`src/rtl/aac_sfs_pkg.sv`:
```
// aac_sfs_pkg: shared types, codes and helper functions for the audio
// superframe splitter; no dependencies
package aac_sfs_pkg;

    localparam int BORDER_BITS = 12;

    // configuration register indexes
    localparam logic REG_RATE_CODE        = 1'b0;
    localparam logic REG_SUPERFRAME_BYTES = 1'b1;

    // rate code that selects the short superframe
    localparam logic [2:0] RATE_CODE_FIVE = 3'd3;
    localparam logic [3:0] NF_SHORT       = 4'd5;
    localparam logic [3:0] NF_LONG        = 4'd10;

    // bound on the frame index of any result
    localparam logic [3:0] FRAME_IDX_LIMIT = 4'd10;

    // result source select
    localparam logic [2:0] EMIT_NONE      = 3'd0;
    localparam logic [2:0] EMIT_PAY_CRC   = 3'd1;
    localparam logic [2:0] EMIT_BYTE_LIVE = 3'd2;
    localparam logic [2:0] EMIT_BYTE_HELD = 3'd3;
    localparam logic [2:0] EMIT_FLUSH_CRC = 3'd4;
    localparam logic [2:0] EMIT_ERROR     = 3'd5;

    typedef struct packed {
        logic       accept;
        logic [2:0] emit;
        logic       cf_adv;
        logic       chk_step;
        logic       drop_set;
    } cmd_t;

    typedef struct packed {
        logic slot_free;
        logic hdr_last;
        logic crc_last;
        logic pay_emit;
        logic pay_first;
        logic pay_last;
        logic held_last;
        logic chk_last;
        logic hdr_bad;
        logic flush_hit;
    } sts_t;

    // header length in bytes for a frame count
    function automatic logic [3:0] hdr_bytes(input logic [3:0] nf);
        logic [7:0] bits;
        begin
            bits = (8'(nf) - 8'd1) * 8'(BORDER_BITS) + 8'd7;
            return bits[6:3];
        end
    endfunction

    // border completed by header byte k, zero when none; odd slots leave a nibble
    function automatic logic [3:0] border_slot(input logic [3:0] k);
        logic [3:0] s;
        begin
            case (k)
                4'd1:    s = 4'd1;
                4'd2:    s = 4'd2;
                4'd4:    s = 4'd3;
                4'd5:    s = 4'd4;
                4'd7:    s = 4'd5;
                4'd8:    s = 4'd6;
                4'd10:   s = 4'd7;
                4'd11:   s = 4'd8;
                4'd13:   s = 4'd9;
                default: s = 4'd0;
            endcase
            return s;
        end
    endfunction

endpackage

```
`src/rtl/aac_superframe_splitter_core.sv`:
```
// aac_superframe_splitter_core: top level of the audio superframe splitter;
// holds the configuration registers, instantiates aac_sfs_ctrl and aac_sfs_datapath
//
// Usage: superframe bytes enter on the input channel (in_valid/in_stall),
// superframe_start marking byte 0. Each frame leaves on the output channel
// (out_valid/out_stall) as its crc request followed by its payload requests,
// frame_end on the last; a bad header gives one header_error request and the
// rest of the superframe is dropped. rate_code and superframe_bytes are
// written through cfg_write_en/cfg_index/cfg_data; the user must write them
// only while the block is idle, as the block itself does not enforce this.
// The single output register sets the pace: while the receiver stalls, the
// held request stays and the next input byte is stalled behind it. Header,
// crc and payload bytes are otherwise taken one per cycle in the run state;
// a frame's first payload byte is held while its crc request goes out. The
// last header byte is followed by a check of each border and a verdict, the
// end of the crc bytes or of a frame by a flush of the empty frames.
// Reset clears the position counters and drops input until a start mark.
module aac_superframe_splitter_core
    import aac_sfs_pkg::*;
#(
    parameter int MAX_FRAMES = 10
)
(
    input  logic        clk,
    input  logic        rst_n,
    input  logic        cfg_write_en,
    input  logic [0:0]  cfg_index,
    input  logic [11:0] cfg_data,
    input  logic        in_valid,
    output logic        in_stall,
    input  logic [7:0]  audio_byte,
    input  logic        superframe_start,
    output logic        out_valid,
    input  logic        out_stall,
    output logic [7:0]  out_byte,
    output logic [3:0]  frame_index,
    output logic        is_crc,
    output logic        frame_end,
    output logic        header_error
);

    logic [2:0]  rate_code_reg, rate_code_next;
    logic [11:0] superframe_bytes_reg, superframe_bytes_next;
    cmd_t        cmd;
    sts_t        sts;

    always_comb
    begin
        rate_code_next        = rate_code_reg;
        superframe_bytes_next = superframe_bytes_reg;
        if (cfg_write_en)
        begin
            case (cfg_index[0])
                REG_RATE_CODE:        rate_code_next = cfg_data[2:0];
                REG_SUPERFRAME_BYTES: superframe_bytes_next = cfg_data;
                default:              rate_code_next = rate_code_reg;
            endcase
        end
    end

    always_ff @(posedge clk or negedge rst_n)
    begin
        if (!rst_n)
        begin
            rate_code_reg        <= 3'd0;
            superframe_bytes_reg <= 12'd0;
        end
        else
        begin
            rate_code_reg        <= rate_code_next;
            superframe_bytes_reg <= superframe_bytes_next;
        end
    end

    aac_sfs_ctrl u_ctrl
    (
        .clk      (clk),
        .rst_n    (rst_n),
        .in_valid (in_valid),
        .in_stall (in_stall),
        .sts      (sts),
        .cmd      (cmd)
    );

    aac_sfs_datapath #(
        .MAX_FRAMES (MAX_FRAMES)
    ) u_datapath
    (
        .clk              (clk),
        .rst_n            (rst_n),
        .cmd              (cmd),
        .sts              (sts),
        .rate_code        (rate_code_reg),
        .superframe_bytes (superframe_bytes_reg),
        .audio_byte       (audio_byte),
        .superframe_start (superframe_start),
        .out_stall        (out_stall),
        .out_valid        (out_valid),
        .out_byte         (out_byte),
        .frame_index      (frame_index),
        .is_crc           (is_crc),
        .frame_end        (frame_end),
        .header_error     (header_error)
    );

endmodule

```
`src/rtl/aac_sfs_datapath.sv`:
```
// aac_sfs_datapath: byte position, border and crc stores, header check
// registers and the output register; uses aac_sfs_pkg
module aac_sfs_datapath
    import aac_sfs_pkg::*;
#(
    parameter int MAX_FRAMES = 10
)
(
    input  logic        clk,
    input  logic        rst_n,
    input  cmd_t        cmd,
    output sts_t        sts,
    input  logic [2:0]  rate_code,
    input  logic [11:0] superframe_bytes,
    input  logic [7:0]  audio_byte,
    input  logic        superframe_start,
    input  logic        out_stall,
    output logic        out_valid,
    output logic [7:0]  out_byte,
    output logic [3:0]  frame_index,
    output logic        is_crc,
    output logic        frame_end,
    output logic        header_error
);

    localparam int IW = $clog2(MAX_FRAMES);
    localparam logic [3:0] MAX_NF = 4'(MAX_FRAMES);

    logic [BORDER_BITS-1:0] border_mem [MAX_FRAMES];
    logic [7:0]             crc_mem [MAX_FRAMES];

    logic [11:0] pos_reg, pos_next;
    logic [15:0] acc_reg, acc_next;
    logic [3:0]  cf_reg, cf_next;
    logic        drop_reg, drop_next;
    logic [3:0]  chk_idx_reg, chk_idx_next;
    logic        bad_reg, bad_next;
    logic        out_valid_reg, out_valid_next;

    logic [11:0] prev_reg, start_reg;
    logic [7:0]  byte_reg;
    logic        last_reg;
    logic [7:0]  out_byte_reg;
    logic [3:0]  frame_index_reg;
    logic        is_crc_reg, frame_end_reg, header_error_reg;

    logic [3:0]  nf_raw, nf, hdr;
    logic [4:0]  body_start;
    logic [11:0] eff_pos, pos_inc, crc_off;
    logic [15:0] eff_acc, acc_hdr;
    logic [3:0]  eff_cf, cf_plus, rd_addr, slot;
    logic        eff_drop;
    logic        in_hdr, in_crc, in_pay, beyond;
    logic [BORDER_BITS-1:0] border_wr, border_rd;
    logic        border_we, crc_we;
    logic [7:0]  crc_rd;

    logic signed [13:0] len_s, total_s, pos_s, p_s, fend_s, start_s, rd_s, prev_s, fl_s;
    logic        chk_bad_now;

    logic        load;
    logic [7:0]  sel_byte;
    logic [3:0]  sel_idx;
    logic        sel_crc, sel_end, sel_err;

    // frame layout from the current registers
    always_comb
    begin
        nf_raw     = (rate_code == RATE_CODE_FIVE) ? NF_SHORT : NF_LONG;
        nf         = (nf_raw > MAX_NF) ? MAX_NF : nf_raw;
        hdr        = hdr_bytes(nf);
        body_start = {1'b0, hdr} + {1'b0, nf};
    end

    // a start mark restarts the superframe at byte 0
    assign eff_pos  = superframe_start ? 12'd0 : pos_reg;
    assign eff_acc  = superframe_start ? 16'd0 : acc_reg;
    assign eff_cf   = superframe_start ? 4'd0 : cf_reg;
    assign eff_drop = superframe_start ? 1'b0 : drop_reg;
    assign pos_inc  = eff_pos + 12'd1;
    assign crc_off  = eff_pos - {8'd0, hdr};

    assign in_hdr = !eff_drop && (eff_pos < {8'd0, hdr});
    assign beyond = !eff_drop && !in_hdr && (eff_pos >= superframe_bytes);
    assign in_crc = !eff_drop && !in_hdr && !beyond && (eff_pos < {7'd0, body_start});
    assign in_pay = !eff_drop && !in_hdr && !beyond && !in_crc;

    // border unpacking: 12-bit fields packed msb first over byte pairs
    always_comb
    begin
        slot      = border_slot(eff_pos[3:0]);
        border_wr = '0;
        if (slot == 4'd0)
        begin
            acc_hdr = {eff_acc[7:0], audio_byte};
        end
        else if (slot[0])
        begin
            border_wr = {eff_acc[7:0], audio_byte[7:4]};
            acc_hdr   = {12'd0, audio_byte[3:0]};
        end
        else
        begin
            border_wr = {eff_acc[3:0], audio_byte};
            acc_hdr   = 16'd0;
        end
    end

    assign border_we = cmd.accept && in_hdr && (slot != 4'd0) && (slot < nf);
    assign crc_we    = cmd.accept && in_crc;

    // single read port on the border store: check index while checking
    assign cf_plus   = cf_reg + 4'd1;
    assign rd_addr   = (chk_idx_reg != 4'd0) ? chk_idx_reg : cf_plus;
    assign border_rd = (rd_addr < MAX_NF) ? border_mem[rd_addr[IW-1:0]] : '0;
    assign crc_rd    = (cf_reg < MAX_NF) ? crc_mem[cf_reg[IW-1:0]] : 8'd0;

    always_comb
    begin
        len_s   = $signed({2'b00, superframe_bytes});
        total_s = len_s - $signed({9'd0, body_start});
        pos_s   = $signed({2'b00, pos_reg});
        p_s     = pos_s - $signed({9'd0, body_start});
        rd_s    = $signed({2'b00, border_rd});
        start_s = $signed({2'b00, start_reg});
        prev_s  = $signed({2'b00, prev_reg});
        fend_s  = (cf_plus < nf) ? rd_s : total_s;
        fl_s    = rd_s - prev_s;
        chk_bad_now = (fl_s < 14'sd0) || (fl_s >= len_s);
    end

    always_comb
    begin
        sts.slot_free = !out_valid_reg || !out_stall;
        sts.hdr_last  = in_hdr && (pos_inc == {8'd0, hdr});
        sts.crc_last  = in_crc && (pos_inc == {7'd0, body_start});
        sts.pay_emit  = in_pay && (cf_reg < nf);
        sts.pay_first = (p_s == start_s);
        sts.pay_last  = ((p_s + 14'sd1) >= fend_s);
        sts.held_last = last_reg;
        sts.chk_last  = (chk_idx_reg == (nf - 4'd1));
        sts.hdr_bad   = bad_reg || ((total_s - prev_s) < 14'sd0);
        sts.flush_hit = (cf_reg < nf) && (fend_s <= start_s);
    end

    always_comb
    begin
        pos_next     = pos_reg;
        acc_next     = acc_reg;
        cf_next      = cf_reg;
        drop_next    = drop_reg;
        chk_idx_next = chk_idx_reg;
        bad_next     = bad_reg;
        if (cmd.accept)
        begin
            pos_next  = (in_hdr || in_crc || in_pay) ? pos_inc : eff_pos;
            acc_next  = in_hdr ? acc_hdr : eff_acc;
            cf_next   = eff_cf;
            drop_next = eff_drop || beyond;
            if (sts.hdr_last)
            begin
                chk_idx_next = 4'd1;
                bad_next     = 1'b0;
            end
        end
        if (cmd.cf_adv)
        begin
            cf_next = cf_plus;
        end
        if (cmd.chk_step)
        begin
            bad_next     = bad_reg || chk_bad_now;
            chk_idx_next = sts.chk_last ? 4'd0 : chk_idx_reg + 4'd1;
        end
        if (cmd.drop_set)
        begin
            drop_next = 1'b1;
        end
    end

    // result source mux
    always_comb
    begin
        sel_byte = 8'd0;
        sel_idx  = cf_reg;
        sel_crc  = 1'b0;
        sel_end  = 1'b0;
        sel_err  = 1'b0;
        case (cmd.emit)
            EMIT_PAY_CRC:
            begin
                sel_byte = crc_rd;
                sel_crc  = 1'b1;
            end
            EMIT_BYTE_LIVE:
            begin
                sel_byte = audio_byte;
                sel_end  = sts.pay_last;
            end
            EMIT_BYTE_HELD:
            begin
                sel_byte = byte_reg;
                sel_end  = last_reg;
            end
            EMIT_FLUSH_CRC:
            begin
                sel_byte = crc_rd;
                sel_crc  = 1'b1;
                sel_end  = 1'b1;
            end
            EMIT_ERROR:
            begin
                sel_idx = 4'd0;
                sel_err = 1'b1;
            end
            default:
            begin
                sel_idx = cf_reg;
            end
        endcase
    end

    assign load           = (cmd.emit != EMIT_NONE);
    assign out_valid_next = load || (out_valid_reg && out_stall);

    always_ff @(posedge clk or negedge rst_n)
    begin
        if (!rst_n)
        begin
            pos_reg       <= 12'd0;
            acc_reg       <= 16'd0;
            cf_reg        <= 4'd0;
            drop_reg      <= 1'b1;
            chk_idx_reg   <= 4'd0;
            bad_reg       <= 1'b0;
            out_valid_reg <= 1'b0;
        end
        else
        begin
            pos_reg       <= pos_next;
            acc_reg       <= acc_next;
            cf_reg        <= cf_next;
            drop_reg      <= drop_next;
            chk_idx_reg   <= chk_idx_next;
            bad_reg       <= bad_next;
            out_valid_reg <= out_valid_next;
        end
    end

    always_ff @(posedge clk)
    begin
        if (border_we)
        begin
            border_mem[slot[IW-1:0]] <= border_wr;
        end
        if (crc_we)
        begin
            crc_mem[crc_off[IW-1:0]] <= audio_byte;
        end
        if (cmd.accept)
        begin
            byte_reg <= audio_byte;
            last_reg <= sts.pay_last;
            if (superframe_start)
            begin
                start_reg <= 12'd0;
            end
            if (sts.hdr_last)
            begin
                prev_reg <= 12'd0;
            end
        end
        // next frame starts where this one ends
        if (cmd.cf_adv)
        begin
            start_reg <= border_rd;
        end
        if (cmd.chk_step)
        begin
            prev_reg <= border_rd;
        end
        if (load)
        begin
            out_byte_reg     <= sel_byte;
            frame_index_reg  <= sel_idx;
            is_crc_reg       <= sel_crc;
            frame_end_reg    <= sel_end;
            header_error_reg <= sel_err;
        end
    end

    assign out_valid    = out_valid_reg;
    assign out_byte     = out_byte_reg;
    assign frame_index  = frame_index_reg;
    assign is_crc       = is_crc_reg;
    assign frame_end    = frame_end_reg;
    assign header_error = header_error_reg;

endmodule

```
`src/rtl/aac_sfs_ctrl.sv`:
```
// aac_sfs_ctrl: sequencer for the superframe splitter; issues datapath
// commands from its status; uses aac_sfs_pkg
module aac_sfs_ctrl
    import aac_sfs_pkg::*;
(
    input  logic clk,
    input  logic rst_n,
    input  logic in_valid,
    output logic in_stall,
    input  sts_t sts,
    output cmd_t cmd
);

    localparam logic [2:0] S_RUN     = 3'd0;
    localparam logic [2:0] S_BYTE    = 3'd1;
    localparam logic [2:0] S_FLUSH   = 3'd2;
    localparam logic [2:0] S_CHECK   = 3'd3;
    localparam logic [2:0] S_VERDICT = 3'd4;

    logic [2:0] state_reg, state_next;

    always_comb
    begin
        cmd        = '0;
        cmd.emit   = EMIT_NONE;
        state_next = state_reg;
        in_stall   = 1'b1;
        case (state_reg)
            S_RUN:
            begin
                in_stall = !sts.slot_free;
                if (in_valid && sts.slot_free)
                begin
                    cmd.accept = 1'b1;
                    if (sts.hdr_last)
                    begin
                        state_next = S_CHECK;
                    end
                    else if (sts.crc_last)
                    begin
                        state_next = S_FLUSH;
                    end
                    else if (sts.pay_emit)
                    begin
                        // first payload byte of a frame follows its crc request
                        if (sts.pay_first)
                        begin
                            cmd.emit   = EMIT_PAY_CRC;
                            state_next = S_BYTE;
                        end
                        else
                        begin
                            cmd.emit = EMIT_BYTE_LIVE;
                            if (sts.pay_last)
                            begin
                                cmd.cf_adv = 1'b1;
                                state_next = S_FLUSH;
                            end
                        end
                    end
                end
            end
            S_BYTE:
            begin
                if (sts.slot_free)
                begin
                    cmd.emit = EMIT_BYTE_HELD;
                    if (sts.held_last)
                    begin
                        cmd.cf_adv = 1'b1;
                        state_next = S_FLUSH;
                    end
                    else
                    begin
                        state_next = S_RUN;
                    end
                end
            end
            S_FLUSH:
            begin
                // zero-length frames go out as lone crc requests
                if (sts.flush_hit)
                begin
                    if (sts.slot_free)
                    begin
                        cmd.emit   = EMIT_FLUSH_CRC;
                        cmd.cf_adv = 1'b1;
                    end
                end
                else
                begin
                    state_next = S_RUN;
                end
            end
            S_CHECK:
            begin
                cmd.chk_step = 1'b1;
                if (sts.chk_last)
                begin
                    state_next = S_VERDICT;
                end
            end
            S_VERDICT:
            begin
                if (sts.hdr_bad)
                begin
                    if (sts.slot_free)
                    begin
                        cmd.emit     = EMIT_ERROR;
                        cmd.drop_set = 1'b1;
                        state_next   = S_RUN;
                    end
                end
                else
                begin
                    state_next = S_RUN;
                end
            end
            default:
            begin
                state_next = S_RUN;
            end
        endcase
    end

    always_ff @(posedge clk or negedge rst_n)
    begin
        if (!rst_n)
        begin
            state_reg <= S_RUN;
        end
        else
        begin
            state_reg <= state_next;
        end
    end

endmodule

```
`config.mk`:
```
export PLATFORM = sky130hd
export DESIGN_NAME = aac_superframe_splitter_core
export DESIGN_NICKNAME = d
export VERILOG_FILES = /design/src/rtl/aac_sfs_pkg.sv /design/src/rtl/aac_superframe_splitter_core.sv /design/src/rtl/aac_sfs_datapath.sv /design/src/rtl/aac_sfs_ctrl.sv
export SDC_FILE = /design/constraint.sdc
export NUM_CORES = 1
export LEC_CHECK = 0
export ABC_AREA = 1
export ABC_CLOCK_PERIOD_IN_PS = 3700
export BUFFER_PORTS_ARGS = -buffer_cell sky130_fd_sc_hd__clkbuf_2
export CORE_ASPECT_RATIO = 1.75
export CORE_UTILIZATION = 57
export CTS_CLUSTER_DIAMETER = 120
export CTS_CLUSTER_SIZE = 25
export DETAILED_ROUTE_END_ITERATION = 8
export GPL_TIMING_DRIVEN = 0
export PLACE_DENSITY = 0.81
export SYNTH_ARGS = -nofsm -noshare
export SYNTH_HDL_FRONTEND = slang
export SYNTH_SLANG_ARGS = --single-unit
```
`constraint.sdc`:
```
create_clock -name clk -period 3.7 [get_ports clk]
set_input_delay 0 -clock clk [delete_from_list [all_inputs] [get_ports clk]]
set_output_delay 0 -clock clk [all_outputs]
set_load 0.02 [all_outputs]
```
## Word-level counts from Yosys, hierarchy flattened

Memories as Yosys holds them, arrays and structs flattened.
Cells that the tools add are included.
Widths: inputs -> output; s select.

- Word-level logic and storage cells: 194
- Memories: 3
- Memory bits (read-only): 64
- Output and inout bits: 17
- Input port bits: 27
- Register bits: 97
- Bits in writable memories: 200

Memories:

| memory | depth | bits a word | read ports | clocked after memory_dff | wr ports | RTL line | source |
|---|---|---|---|---|---|---|---|
| u_datapath.border_mem | 10 | 12 | 1 | 0 | 1 | aac_sfs_datapath.sv:29 | `logic [BORDER_BITS-1:0] border_mem [MAX_FRAMES];` |
| u_datapath.crc_mem | 10 | 8 | 1 | 0 | 1 | aac_sfs_datapath.sv:30 | `logic [7:0] crc_mem [MAX_FRAMES];` |
| (no name shown) | 16 | 4 | 1 | 0 | 0 | aac_sfs_pkg.sv:61 | `case (k)` |

- Reductions and logical operators: 47
- Order comparisons: 14
- Equal/unequal tests: 21
- Add/subtract/negate cells: 13
- Muxes and demuxes: 75
- $mul: 1
- Bitwise gates (word level): 1

Operators by type and width:

| cell | number |
|---|---|
| $mux 12 | 11 |
| $mux 4 | 15 |
| $mux 3 | 15 |
| $mux 8 | 4 |
| $lt 14x1->1 const B | 2 |
| $sub 12x5->13 | 2 |
| $pmux 8 s3 | 1 |
| $mux 1 | 21 |
| $logic_and 1x1->1 | 16 |
| $eq 3x2->1 const B | 5 |
| $pmux 3 s5 | 1 |
| $add 14x2->14 const B | 1 |
| $eq 14x13->1 | 1 |
| $ge 14x13->1 | 1 |
| $ge 14x14->1 | 1 |
| $le 14x13->1 | 1 |
| $mux 14 | 1 |
| $sub 14x13->14 | 1 |
| $sub 12x12->13 | 1 |
| $add 12x1->12 const B | 1 |
| $eq 12x4->1 | 1 |
| $eq 12x5->1 | 1 |
| $ge 12x12->1 | 1 |
| $lt 12x4->1 | 1 |
| other kinds (34) | 66 |

## Logic depth before layout (Yosys ltp)

Gate-level depths: netlist of run 1.

- Depth in word-level cells: 28
- Depth in mapped cells: 35
- Gate-level depth less buffers: 34

## By module

Synthesis of run 1 repeated with hierarchy kept, for this count alone.

- Cells, all modules: 1968
- Area, all modules: 17157.7 um2

By module, submodules not included:

| module | cells an instance | area each (um2) | times used | sequential area each (um2) |
|---|---|---|---|---|
| aac_sfs_datapath | 1834 | 16186.8 | 1 | 8224.1 |
| aac_superframe_splitter_core | 67 | 608.1 | 1 | 375.4 |
| aac_sfs_ctrl | 67 | 362.8 | 1 | 75.1 |

## Worst setup path after synthesis of run 1

Ideal clock, no wire load.

- Path kind: reg2reg
- Start: register rate_code_reg[1]
- End: register u_datapath.start_reg[0], enable pin
- Cell stages (with the launch flop): 28
- Setup time: 0.350 ns
- Setup slack: -0.417 ns
- Clock period less this slack: 4.117 ns
- Data arrival time: 3.767 ns
- Required time: 3.350 ns
- Buffers on the path: 2
- Path through: dfrtp_1 nand2_1 nor2_2 buf_6 nand2_1 fa_1 nor2_1 nor2_1 nand2_1 nand3_1 nor2_1 nand2_1 xor2_1 nand2_1 o21ai_0 inv_1 ha_1 nand2_1 nor4_1 nand3_1 o21ai_0 a21oi_1 inv_1 nand4_4 nand2_4 inv_4 buf_6 nand2_1

RTL lines:

| item | RTL line | source |
|---|---|---|
| start, declared | aac_superframe_splitter_core.sv:42 | `logic [2:0] rate_code_reg, rate_code_next;` |
| start signal, assigned | aac_superframe_splitter_core.sv:70 | `rate_code_reg <= rate_code_next;` |
| end signal, assigned | aac_sfs_datapath.sv:276 | `start_reg <= border_rd;` |
| end, declared | aac_sfs_datapath.sv:40 | `logic [11:0] prev_reg, start_reg;` |

## Worst setup path after layout of run 1

- Start: register u_datapath.cf_reg[0]
- End: register u_datapath.start_reg[7], enable pin

- Cells in the longest elaborated chain, start to end: 15
- Elaborated cells between the ends (all ways): 23
- Those cells by class: 1 x add/sub; 5 x order compare; 11 x mux; 5 x reduce/logical; 1 x memory

Ends and longest elaborated chain:

| item | RTL line | source |
|---|---|---|
| start, declared | aac_sfs_datapath.sv:34 | `logic [3:0] cf_reg, cf_next;` |
| start signal, assigned | aac_sfs_datapath.sv:242 | `cf_reg <= cf_next;` |
| $add 4x1->4 | aac_sfs_datapath.sv:113 | `assign cf_plus = cf_reg + 4'd1;` |
| $mux 4 | aac_sfs_datapath.sv:114 | `assign rd_addr = (chk_idx_reg != 4'd0) ? chk_idx_reg : cf_plus;` |
| $mem_v2 10x12 or $lt 4x4->1 (tied branches) | - |  |
| $mux 12 | aac_sfs_datapath.sv:115 | `assign border_rd = (rd_addr < MAX_NF) ? border_mem[rd_addr[IW-1:0]] : '0;` |
| $mux 14 | aac_sfs_datapath.sv:127 | `fend_s = (cf_plus < nf) ? rd_s : total_s;` |
| $ge 14x14->1 | aac_sfs_datapath.sv:139 | `sts.pay_last = ((p_s + 14'sd1) >= fend_s);` |
| $mux 1 | aac_sfs_ctrl.sv:54 | `if (sts.pay_last)` |
| $mux 1 | aac_sfs_ctrl.sv:46 | `if (sts.pay_first)` |
| $mux 3 | aac_sfs_ctrl.sv:43 | `else if (sts.pay_emit)` |
| $mux 4 | aac_sfs_ctrl.sv:39 | `else if (sts.crc_last)` |
| $mux 4 | aac_sfs_ctrl.sv:35 | `if (sts.hdr_last)` |
| $mux 5 | aac_sfs_ctrl.sv:32 | `if (in_valid && sts.slot_free)` |
| $pmux 1 s3 (*) | aac_sfs_ctrl.sv:28 | `case (state_reg)` |
| $reduce_bool 2->1 (no line) | - |  |
| $reduce_and 2->1 (no line) (*) | - |  |

Every way passes the cells marked *; elsewhere a longest branch is shown, timed or not.
A chain may end at the register's enable or synchronous reset.

==> impl_metrics.ini, run 1 <==
[routing]
vias = 15508
via_per_inst = 6.411
drc = 0
drtIter0Drc = 1846
antenna_left = 0
postRouteWirelength_mm = 59.52
dr.pass1.iters = 6
wire_per_inst_um = 24.61

[die]
core_mm2 = 0.02863
die_h_um = 227.4
dieWidth_um = 130.8
dieArea_mm2 = 0.02974
rows = 82
initial_core_util_pct = 57.81
ios = 44

[finish]
largest_reg_flops = 120
drive_gt1_share_pct = 26.51
regArea_mm2 = 0.008677
multi_input_area_mm2 = 0.008602
nets = 2149
area_growth_pct = 27.92
fillCellCount = 1676

[critical_path]
max_stage_delay_ns = 0.43
worstPathArrival_ns = 5.09
path_class = reg2reg
critical-path-slowest-cell = dfrtp_1
critPathMaxFanout = 8
critPathRequiredTime_ns = 3.96
crit_family = simple AND/OR/NAND/NOR gates
setup.worst_path.start_class = register
endpoint_kind = register
cp_common_cell = nand2_2
critPathBufInv = 8

[timing]
finalHoldViolCount = 0
setup_viol = 65
layout_setup_ws_ns = -1.134
slew_headroom_pct = 3.578
setup_tns_ns = -59.22
skew_ns = 0.04524
fin_crit_sh_pct = 130.6
fmaxAchievable_ghz = 0.2069
drv_slew = 0
min_period_ns = 4.834
rsz0062_at_grt = yes
tightestPinTransition_ns = 1.435

[power]
cellPowerDensity_mw_per_mm2 = 797.0
power.leakage_uw = 0.008771
pwr-share-seq_pct = 28.7
worst_ir_drop_vdd_mv = 0.5490
p_clk_share_pct = 10.9
p_int_uw = 8896
pwr-share-comb_pct = 60.4
p_sw_share_pct = 47.26
p_switching_uw = 7973
p_total_uw = 16870

[yosys]
synth_enable_flop_cells = 248
synth-seq-cells = 297
synth_area_leaders = edfxtp_1 45%, nand2_1 9.1%, dfrtp_1 7.3%
yosysTopAreaCell = edfxtp_1
synth_flop_cell = edfxtp_1
async_flop_share_pct = 16.50
synth_most_common_cell = nand2_1
ys_warn_count = 0
netlist.area_leader.share_pct = 45.01
synth_area_mm2 = 0.01655
yosysSeqAreaShare_pct = 52.42
synth_area_per_cell_um2 = 9.122
synth_common_cells = 400 x nand2_1, 248 x edfxtp_1, 209 x inv_1
synth_cell_type_count = 59
synthCells = 1814

[status]
status = finished with violations
violations = setup timing

[clocking]
clk_pin_slew_ns = 0.13
htreeDepth = 1
cts_inserted_buffers = 15
cts.sinks = 297
cts_root_buf = clkbuf_16
clk_path_buf_depth = 3
clock_latency_ns = 0.54
tritoncts = built

[grt]
grt_usage_pct = 34.53
antenna_found_initial = 6
grt_pass1_wl_mm = 76.42
grt_max_degree = 50
grt_overflow = 0
grt_pass1_vias = 14415

[place]
hpwlAfterDp_mm = 33.22
port_buffers = 43
place_congestion = 0.9536

[worst_hold_path]
holdCritPathClass = in2reg

[flow_run]
cap_viol_max_count = 0
==> layer usage <==
| layer | routed length [um] | global-route usage (%) | up-vias |
|---|---|---|---|
| met5 | 103 | 0 | - |
| met4 | 5794 | 31.44 | 6 |
| met3 | 6667 | 5.476 | 435 |
| met2 | 28760 | 59.16 | 1149 |
| met1 | 18190 | 35.73 | 7313 |
| li1 | - | - | 6605 |
==> path summary, 6_finish.rpt <==
path / slack, ns / depth (start not counted) / startpoint / end
min: 0.09 / 4 / superframe_start / u_datapath.pos_reg[2]$_DFFE_PN0P_
max reg2reg: -1.13 / 30 / u_datapath.cf_reg[0]$_DFFE_PN0P_ / u_datapath.start_reg[7]$_SDFFCE_PN0P_
min in group asynchronous: 0.43 / 3 / rst_n / u_ctrl.state_reg[1]$_DFFE_PN0P_
max in group asynchronous: 2.66 / 4 / rst_n / rate_code_reg[2]$_DFFE_PN0P_
max: -1.13 / 30 / u_datapath.cf_reg[0]$_DFFE_PN0P_ / u_datapath.start_reg[7]$_SDFFCE_PN0P_
min reg2reg: 0.51 / 2 / u_datapath.acc_reg[3]$_DFFE_PN0P_ / u_datapath.acc_reg[3]$_DFFE_PN0P_
==> area by class of cell <==
cell class                      instances  share of cell area (%)
Inverter                              221                   4.209
Multi-Input combinational cell       1255                   40.64
Sequential cell                       297                   40.99
Timing Repair inverter                  1                 0.04138
Clock inverter                          1                 0.02364
Tap cell                              378                   2.234
Clock buffer                           24                   1.933
Buffer                                 55                   2.430
Antenna cell                            4                 0.04729
Timing Repair Buffer                  183                   7.448
==> worst reg2reg max path: cells and delay by family (launching register included) <==
kind                     cells  cell delay [ns]
AND/OR/NAND/NOR             14             1.32
AO/OA/AOI/OAI                5             0.86
buffers and inverters        8             0.96
XOR/XNOR                     1             0.42
flip-flops                   1             0.43
adder cells (fa/ha/maj)      2             0.58
==> power groups by stage <==
stage | Combinational (uW) | Sequential, uW | Clock (uW)
after CTS | 8180 | 4720 | 1790
after global placement | 6150 | 4780 | 0
after detailed placement | 6380 | 4800 | 0
after floorplan | 4490 | 4800 | 0
final | 10200 | 4840 | 1840
after global routing | 10800 | 4870 | 1940
==> stage by stage <==
stage                     utilization [%]  hold slack [ns]  instance area [um2]  setup WS (ns)  cells
after floorplan                         -          -0.2956                16810        -0.1226   1825
after global placement              61.15           0.2492                17500         -1.352   2246
after detailed placement            61.15           0.2667                17500         -1.508   2246
after CTS                           70.35          0.09551                20140        -0.5441   2385
after global routing                73.94           0.1073                21170         -1.283   2419
final                               73.94          0.08709                21170         -1.134   2419
==> kinds of logic after synthesis <==
logic type	share of synthesized area (%)
flip-flops	52.42
other	0.02266
AO/OA/AOI/OAI	10.20
XOR/XNOR	2.110
buffers and inverters	6.488
AND/OR/NAND/NOR	21.63
adder cells (fa/ha/maj)	7.123
==> what timing repair did <==
| action | in CTS | in global routing |
|---|---|---|
| setup endpoints to repair | 173 | 268 |
| hold buffers | 29 | 1 |
| resized for setup | 282 | 163 |
| hold endpoints to repair | 157 | 12 |
| pin swaps | 87 | 57 |
| cloned | 10 | 0 |
| buffers inserted | 76 | 30 |
==> placed cells by master (no fill, tap or decap), types with 24 or more instances in the layout <==
cell type,count
nor2_4,26
nand3_1,119
nand2_1,330
clkbuf_1,32
a21oi_1,57
edfxtp_1,248
o211ai_1,32
buf_4,77
ha_1,59
nand3_2,32
nor2_1,137
nand2_2,52
clkbuf_2,42
dlygate4sd3_1,30
o21ai_0,91
inv_2,31
dfrtp_1,46
inv_1,179
nand2_4,29
buf_6,24
ha_4,32
nor2_2,27
Power figures use the tool's default switching activity.
==> inputs of run 2 (changes only) <==
--- a/config.mk
+++ b/config.mk
@@ -8,8 +8,10 @@
 export ABC_AREA = 1
 export ABC_CLOCK_PERIOD_IN_PS = 3700
 export BUFFER_PORTS_ARGS = -buffer_cell sky130_fd_sc_hd__clkbuf_2
+export CELL_PAD_IN_SITES_DETAIL_PLACEMENT = 1
+export CELL_PAD_IN_SITES_GLOBAL_PLACEMENT = 1
 export CORE_ASPECT_RATIO = 1.75
-export CORE_UTILIZATION = 57
+export CORE_UTILIZATION = 45
 export CTS_CLUSTER_DIAMETER = 120
 export CTS_CLUSTER_SIZE = 25
 export DETAILED_ROUTE_END_ITERATION = 8
==> run 2 against run 1 <==
Effect of this change:
- the flow still finishes with violations (setup timing)
- maximum frequency up 4.9%
- total power is 7.9% lower
- first-iteration DRC count fell by 58%
- sequential cell count unchanged
- critical endpoint is now u_datapath.bad_reg$_DFFE_PN0P_
- largest cell class unchanged
- largest power group unchanged
==> impl_metrics.ini, run 2 (synthesis gave the netlist of run 1 again) <==
[status]
status = finished with violations
violations = setup timing

[finish]
multi_input_area_mm2 = 0.008112
area_growth_pct = 22.47
mostFrequentLayoutCells = 359 x nand2_1, 248 x edfxtp_1, 191 x inv_1
fillCellCount = 4073
insertedDiodeCount = 0
fin_cells = 2463
drive_gt1_share_pct = 21.07
nets = 2106
largest_reg_flops = 120
layout_commonest_cell = nand2_1
regArea_mm2 = 0.008678
final_area_mm2 = 0.02027

[worst_hold_path]
holdCritPathClass = in2reg
hp-start = cfg_index

[power]
power.leakage_uw = 0.008434
cellPowerDensity_mw_per_mm2 = 766.8
worst_ir_drop_vdd_mv = 0.6193

[timing]
min_period_ns = 4.607
tightestPinTransition_ns = 1.269
drv_slew = 0
setup_viol = 89
layout_setup_ws_ns = -0.9068
rsz0062_at_grt = yes
fmaxAchievable_ghz = 0.2171
setup_tns_ns = -37.49
slew_headroom_pct = 14.77
whs_ns = 0.03258
skew_ns = 0.03529
finalHoldViolCount = 0
fin_crit_sh_pct = 124.5

[critical_path]
max_stage_delay_ns = 0.42
critPathMaxFanout = 10
path_class = reg2reg
r2r_start = u_datapath.chk_idx_reg[0]$_DFFE_PN0P_
setup.worst_path.start_class = register
critical-path-slowest-cell = dfrtp_1
worstPathArrival_ns = 5.07
endpoint_kind = register
critPathRequiredTime_ns = 4.17
critical_path.startpoint = u_datapath.chk_idx_reg[0]$_DFFE_PN0P_

[die]
ios = 44
dieWidth_um = 147.0
core_mm2 = 0.03614
die_h_um = 255.7
rows = 92
initial_core_util_pct = 45.78
dieArea_mm2 = 0.03757

[grt]
grt.met2_usage_pct = 57.10
grt_busiest_layer = met2
antenna_found_initial = 0
grt_pass1_wl_mm = 86.55
grt_pass1_vias = 15444
grt_max_degree = 50
gr-usage-met3_pct = 3.244
grt_usage_pct = 30.26
met1_usage_pct = 29.47
grt_overflow = 0

[clocking]
clock_latency_ns = 0.53
htreeDepth = 1
cts_root_buf = clkbuf_16
clk_pin_slew_ns = 0.12
cts_inserted_buffers = 15
tritoncts = built
cts.sinks = 297
clk_path_buf_depth = 3

[place]
dp.cells = 2338
place_area_mm2 = 0.01762
port_buffers = 43
hpwlAfterDp_mm = 40.09
place_congestion = 0.9265

[routing]
vias = 14406
drtIter0Drc = 778
drc = 0
wire_per_inst_um = 23.59
postRouteWirelength_mm = 58.10
dr.pass1.iters = 6
via_per_inst = 5.849
antenna_left = 0

[flow_run]
cap_viol_max_count = 0
run 2: cell count changes in the layout (fill, tap and decap cells not counted), moves of 7 or more:
cell	before	now
inv_2	31	21
buf_6	24	8
ha_4	32	19
a21oi_1	57	68
nand2_4	29	22
buf_4	77	64
a21oi_2	16	7
inv_1	179	191
nand3_1	119	126
nand2_2	52	31
ha_1	59	71
nand2_1	330	359
run 2: cell type report:
| type | count | area share [%] |
|---|---|---|
| Buffer | 53 | 2.204 |
| Clock buffer | 23 | 2.000 |
| Clock inverter | 1 | 0.02470 |
| Inverter | 221 | 4.285 |
| Multi-Input combinational cell | 1254 | 40.03 |
| Sequential cell | 297 | 42.82 |
| Tap cell | 470 | 2.902 |
| Timing Repair Buffer | 144 | 5.736 |
run 2: worst max-delay path, delay by kind of cell (launching register included):
| family | cells | cell delay (ns) |
|---|---|---|
| DFF | 1 | 0.42 |
| xor gates and xnor gates | 1 | 0.15 |
| adders and majority gates | 3 | 0.72 |
| buffers and inverters | 7 | 0.66 |
| AOI/OAI and AO/OA | 5 | 0.91 |
| and+or+nand+nor | 16 | 1.69 |
run 2: metrics by stage:
stage | power (uW) | util [%] | setup WS (ns)
final | 15540 | 56.07 | -0.9068
after detailed placement | 11540 | 48.75 | -1.673
after global placement | 11160 | 48.74 | -1.497
after CTS | 14660 | 54.52 | -0.6767
after global routing | 16320 | 56.07 | -1.173
after floorplan | 9291 | - | -0.1226
run 2: layer usage:
| metal | wire length, um | up-vias |
|---|---|---|
| met5 | 0 | - |
| met4 | 5081 | 0 |
| met3 | 2136 | 226 |
| met2 | 31370 | 464 |
| met1 | 19520 | 7194 |
| li1 | - | 6522 |
run 2: path summary, 6_finish.rpt:
check	slack (ns)	endpoint	depth (start not counted)
setup / recovery	-0.91	u_datapath.bad_reg$_DFFE_PN0P_	32
hold / removal	0.03	superframe_bytes_reg[11]$_DFFE_PN0P_	4
setup reg to reg	-0.91	u_datapath.bad_reg$_DFFE_PN0P_	32
hold reg to reg	0.51	u_datapath.acc_reg[1]$_DFFE_PN0P_	2
max in group asynchronous	2.94	rate_code_reg[2]$_DFFE_PN0P_	2
min in group asynchronous	0.11	u_ctrl.state_reg[1]$_DFFE_PN0P_	2
run 2: timing repair:
action / 4_1_cts / 5_1_grt
pin swaps: 44 / 49
resized for setup: 215 / 90
hold buffers: 25 / 0
cloned: 5 / 0
hold endpoints to repair: 156 / 0
setup buffers: 56 / 20
setup endpoints to repair: 245 / 263
run 2: report_power, final:
group          total (uW)  switching (uW)  internal, uW
clock network        1840            1070           771
logic                8910            5820          3090
registers            4790             372          4420
total               15500            7260          8280
==> inputs of run 3 (changes only) <==
--- a/config.mk
+++ b/config.mk
@@ -11,12 +11,12 @@
 export CELL_PAD_IN_SITES_DETAIL_PLACEMENT = 1
 export CELL_PAD_IN_SITES_GLOBAL_PLACEMENT = 1
 export CORE_ASPECT_RATIO = 1.75
-export CORE_UTILIZATION = 45
+export CORE_UTILIZATION = 25
 export CTS_CLUSTER_DIAMETER = 120
 export CTS_CLUSTER_SIZE = 25
 export DETAILED_ROUTE_END_ITERATION = 8
 export GPL_TIMING_DRIVEN = 0
-export PLACE_DENSITY = 0.81
+export PLACE_DENSITY = 0.52
 export SYNTH_ARGS = -nofsm -noshare
 export SYNTH_HDL_FRONTEND = slang
 export SYNTH_SLANG_ARGS = --single-unit
==> run 3 against run 2 <==
Effect of this change:
- the run ends with hold timing, setup timing left
- core utilization shrank 23 points
- register-to-register slack better by 0.24 ns
- global-route usage is 13 points lower
- sequential power about the same
- maximum frequency up 5.5%
- highest routed layer unchanged
- largest cell class unchanged
- sequential cell count unchanged
==> impl_metrics.ini, run 3 (synthesis gave the netlist of run 1 again) <==
[routing]
met2WireLength_mm = 34.50
wl_met1_mm = 21.11
dr.pass1.iters = 4
drtIter0Drc = 490
drc = 0
postRouteWirelength_mm = 59.38
via_per_inst = 4.680
antenna_left = 0
wl_met3_um = 761
top_layer = met4
wire_per_inst_um = 20.36
vias = 13648

[place]
port_buffers = 43
dp.cells = 2750
place_congestion = 0.8162
dp_slack_ns = -2.014
hpwlAfterDp_mm = 43.94
place_area_mm2 = 0.01814

[status]
status = finished with violations
violations = hold timing, setup timing

[critical_path]
cp_common_cell = inv_2
r2r-end = u_datapath.bad_reg$_DFFE_PN0P_
r2r_setup_slack_ns = -0.67
max_stage_delay_ns = 0.43
r2r_start = u_datapath.chk_idx_reg[1]$_DFFE_PN0P_
r2r_cells = 32
critPathRequiredTime_ns = 4.18
critical-path-slowest-cell = dfrtp_2
path_class = reg2reg
endpoint_kind = register
crit_path_end = u_datapath.bad_reg$_DFFE_PN0P_
setup.worst_path.start_class = register
critical_path.startpoint = u_datapath.chk_idx_reg[1]$_DFFE_PN0P_
worstPathArrival_ns = 4.85
critPathMaxFanout = 8

[power]
power.leakage_uw = 0.008731
worst_ir_drop_vdd_mv = 0.2869
cellPowerDensity_mw_per_mm2 = 741.0

[clocking]
tritoncts = built
cts_inserted_buffers = 15
cts_root_buf = clkbuf_16
clock_latency_ns = 0.54
cts.sinks = 297
htreeDepth = 1
clk_path_buf_depth = 3
clk_pin_slew_ns = 0.12

[grt]
grt_usage_pct = 17.64
grt_max_degree = 50
grt_overflow = 0
grt_pass1_vias = 14656
antenna_found_initial = 0
grt_pass1_wl_mm = 88.53

[finish]
fillCellCount = 7387
nets = 2146
area_growth_pct = 31.81
largest_reg_flops = 120
regArea_mm2 = 0.008680
insertedDiodeCount = 0
mostFrequentLayoutCells = 338 x nand2_1, 248 x edfxtp_1, 178 x inv_1
drive_gt1_share_pct = 25.86
final_area_mm2 = 0.02181
multi_input_area_mm2 = 0.008611
fin_cells = 2916
utilization_pct = 33.39
layout_commonest_cell = nand2_1

[timing]
finalHoldViolCount = 2
whs_ns = -0.03559
tightestPinTransition_ns = 1.380
fmaxAchievable_ghz = 0.2291
setup_viol = 64
setup_tns_ns = -29.90
skew_ns = 0.02862
min_period_ns = 4.366
rsz0062_at_grt = yes
drv_slew = 0
layout_setup_ws_ns = -0.6655
slew_headroom_pct = 7.325
fin_crit_sh_pct = 118.0

[die]
initial_core_util_pct = 25.33
rows = 124
ios = 44
dieArea_mm2 = 0.06726
core_mm2 = 0.06532
die_h_um = 342.3
dieWidth_um = 196.5

[worst_hold_path]
holdCritPathClass = in2reg

[flow_run]
cap_viol_max_count = 0
==> run 3: changes by cell type in the layout (fill, tap and decap cells not counted), moves of 11 or more <==
cell     change
nand3_1     -12
buf_4       +17
nand2_1     -21
nand3_4     +11
inv_1       -13
nor2_4      +14
==> run 3: layout make-up <==
cell class                 instances  area share (%)
buffer                            55           2.381
clock buffer                      24           1.876
clock inverter                     1         0.01721
inverter                         221           4.130
multi-input combinational       1255           39.48
sequential                       297           39.79
tap                              882           5.060
timing repair buffer             179           7.199
timing repair inverter             2         0.06310
==> run 3: worst min-delay path by stage <==
stage                              from                                   end  slack (ns)  depth (start not counted)
final                      cfg_write_en  superframe_bytes_reg[11]$_DFFE_PN0P_       -0.04                          4
after global routing       cfg_write_en          rate_code_reg[0]$_DFFE_PN0P_        0.02                          3
after CTS                 audio_byte[1]    u_datapath.crc_mem[3][1]$_DFFE_PP_      0.0003                          1
after detailed placement          rst_n       u_ctrl.state_reg[0]$_DFFE_PN0P_        0.18                          1
after global placement      cfg_data[7]   superframe_bytes_reg[7]$_DFFE_PN0P_        0.26                          3
after floorplan                   rst_n          rate_code_reg[0]$_DFFE_PN0P_       -0.30                          0
==> run 3: layer usage <==
| layer | vias up | global-route usage [%] |
|---|---|---|
| met3 | 83 | 0.9647 |
| met5 | - | 0 |
| li1 | 6595 | - |
| met1 | 6823 | 17.38 |
| met2 | 147 | 36.15 |
| met4 | 0 | 9.049 |
==> run 3: report_power, final <==
| part | total, uW | internal, uW | leakage [uW] | switching (uW) |
|---|---|---|---|---|
| Combinational | 9520 | 3460 | 0.00569 | 6050 |
| Clock | 1880 | 775 | 0.000197 | 1100 |
| Sequential | 4770 | 4420 | 0.00285 | 351 |
| Total | 16200 | 8650 | 0.00873 | 7510 |
==> run 3: worst max-delay path: cells and delay by family (launching register included) <==
family / cells / cell delay [ns]
AO/OA/AOI/OAI: 6 / 0.97
XOR/XNOR: 1 / 0.17
adder cells (fa/ha/maj): 3 / 0.62
buffers and inverters: 9 / 0.82
flip-flops: 1 / 0.43
AND/OR/NAND/NOR: 13 / 1.24
==> run 3: metrics by stage <==
| step | total power, uW | hold slack (ns) |
|---|---|---|
| finish | 16160 | -0.03559 |
| floorplan | 9291 | -0.2956 |
| global placement | 11570 | 0.2645 |
| detailed placement | 11750 | 0.1804 |
| CTS | 15680 | 0.0002932 |
| global route | 17240 | 0.02415 |
==> run 3: what timing repair did <==
action | in CTS | in global routing
pin swaps | 76 | 69
cloned | 8 | 2
setup endpoints to repair | 237 | 295
buffers inserted | 81 | 26
endpoints found under the hold margin | 146 | 3
gates resized for setup | 334 | 110
hold buffers | 25 | 1
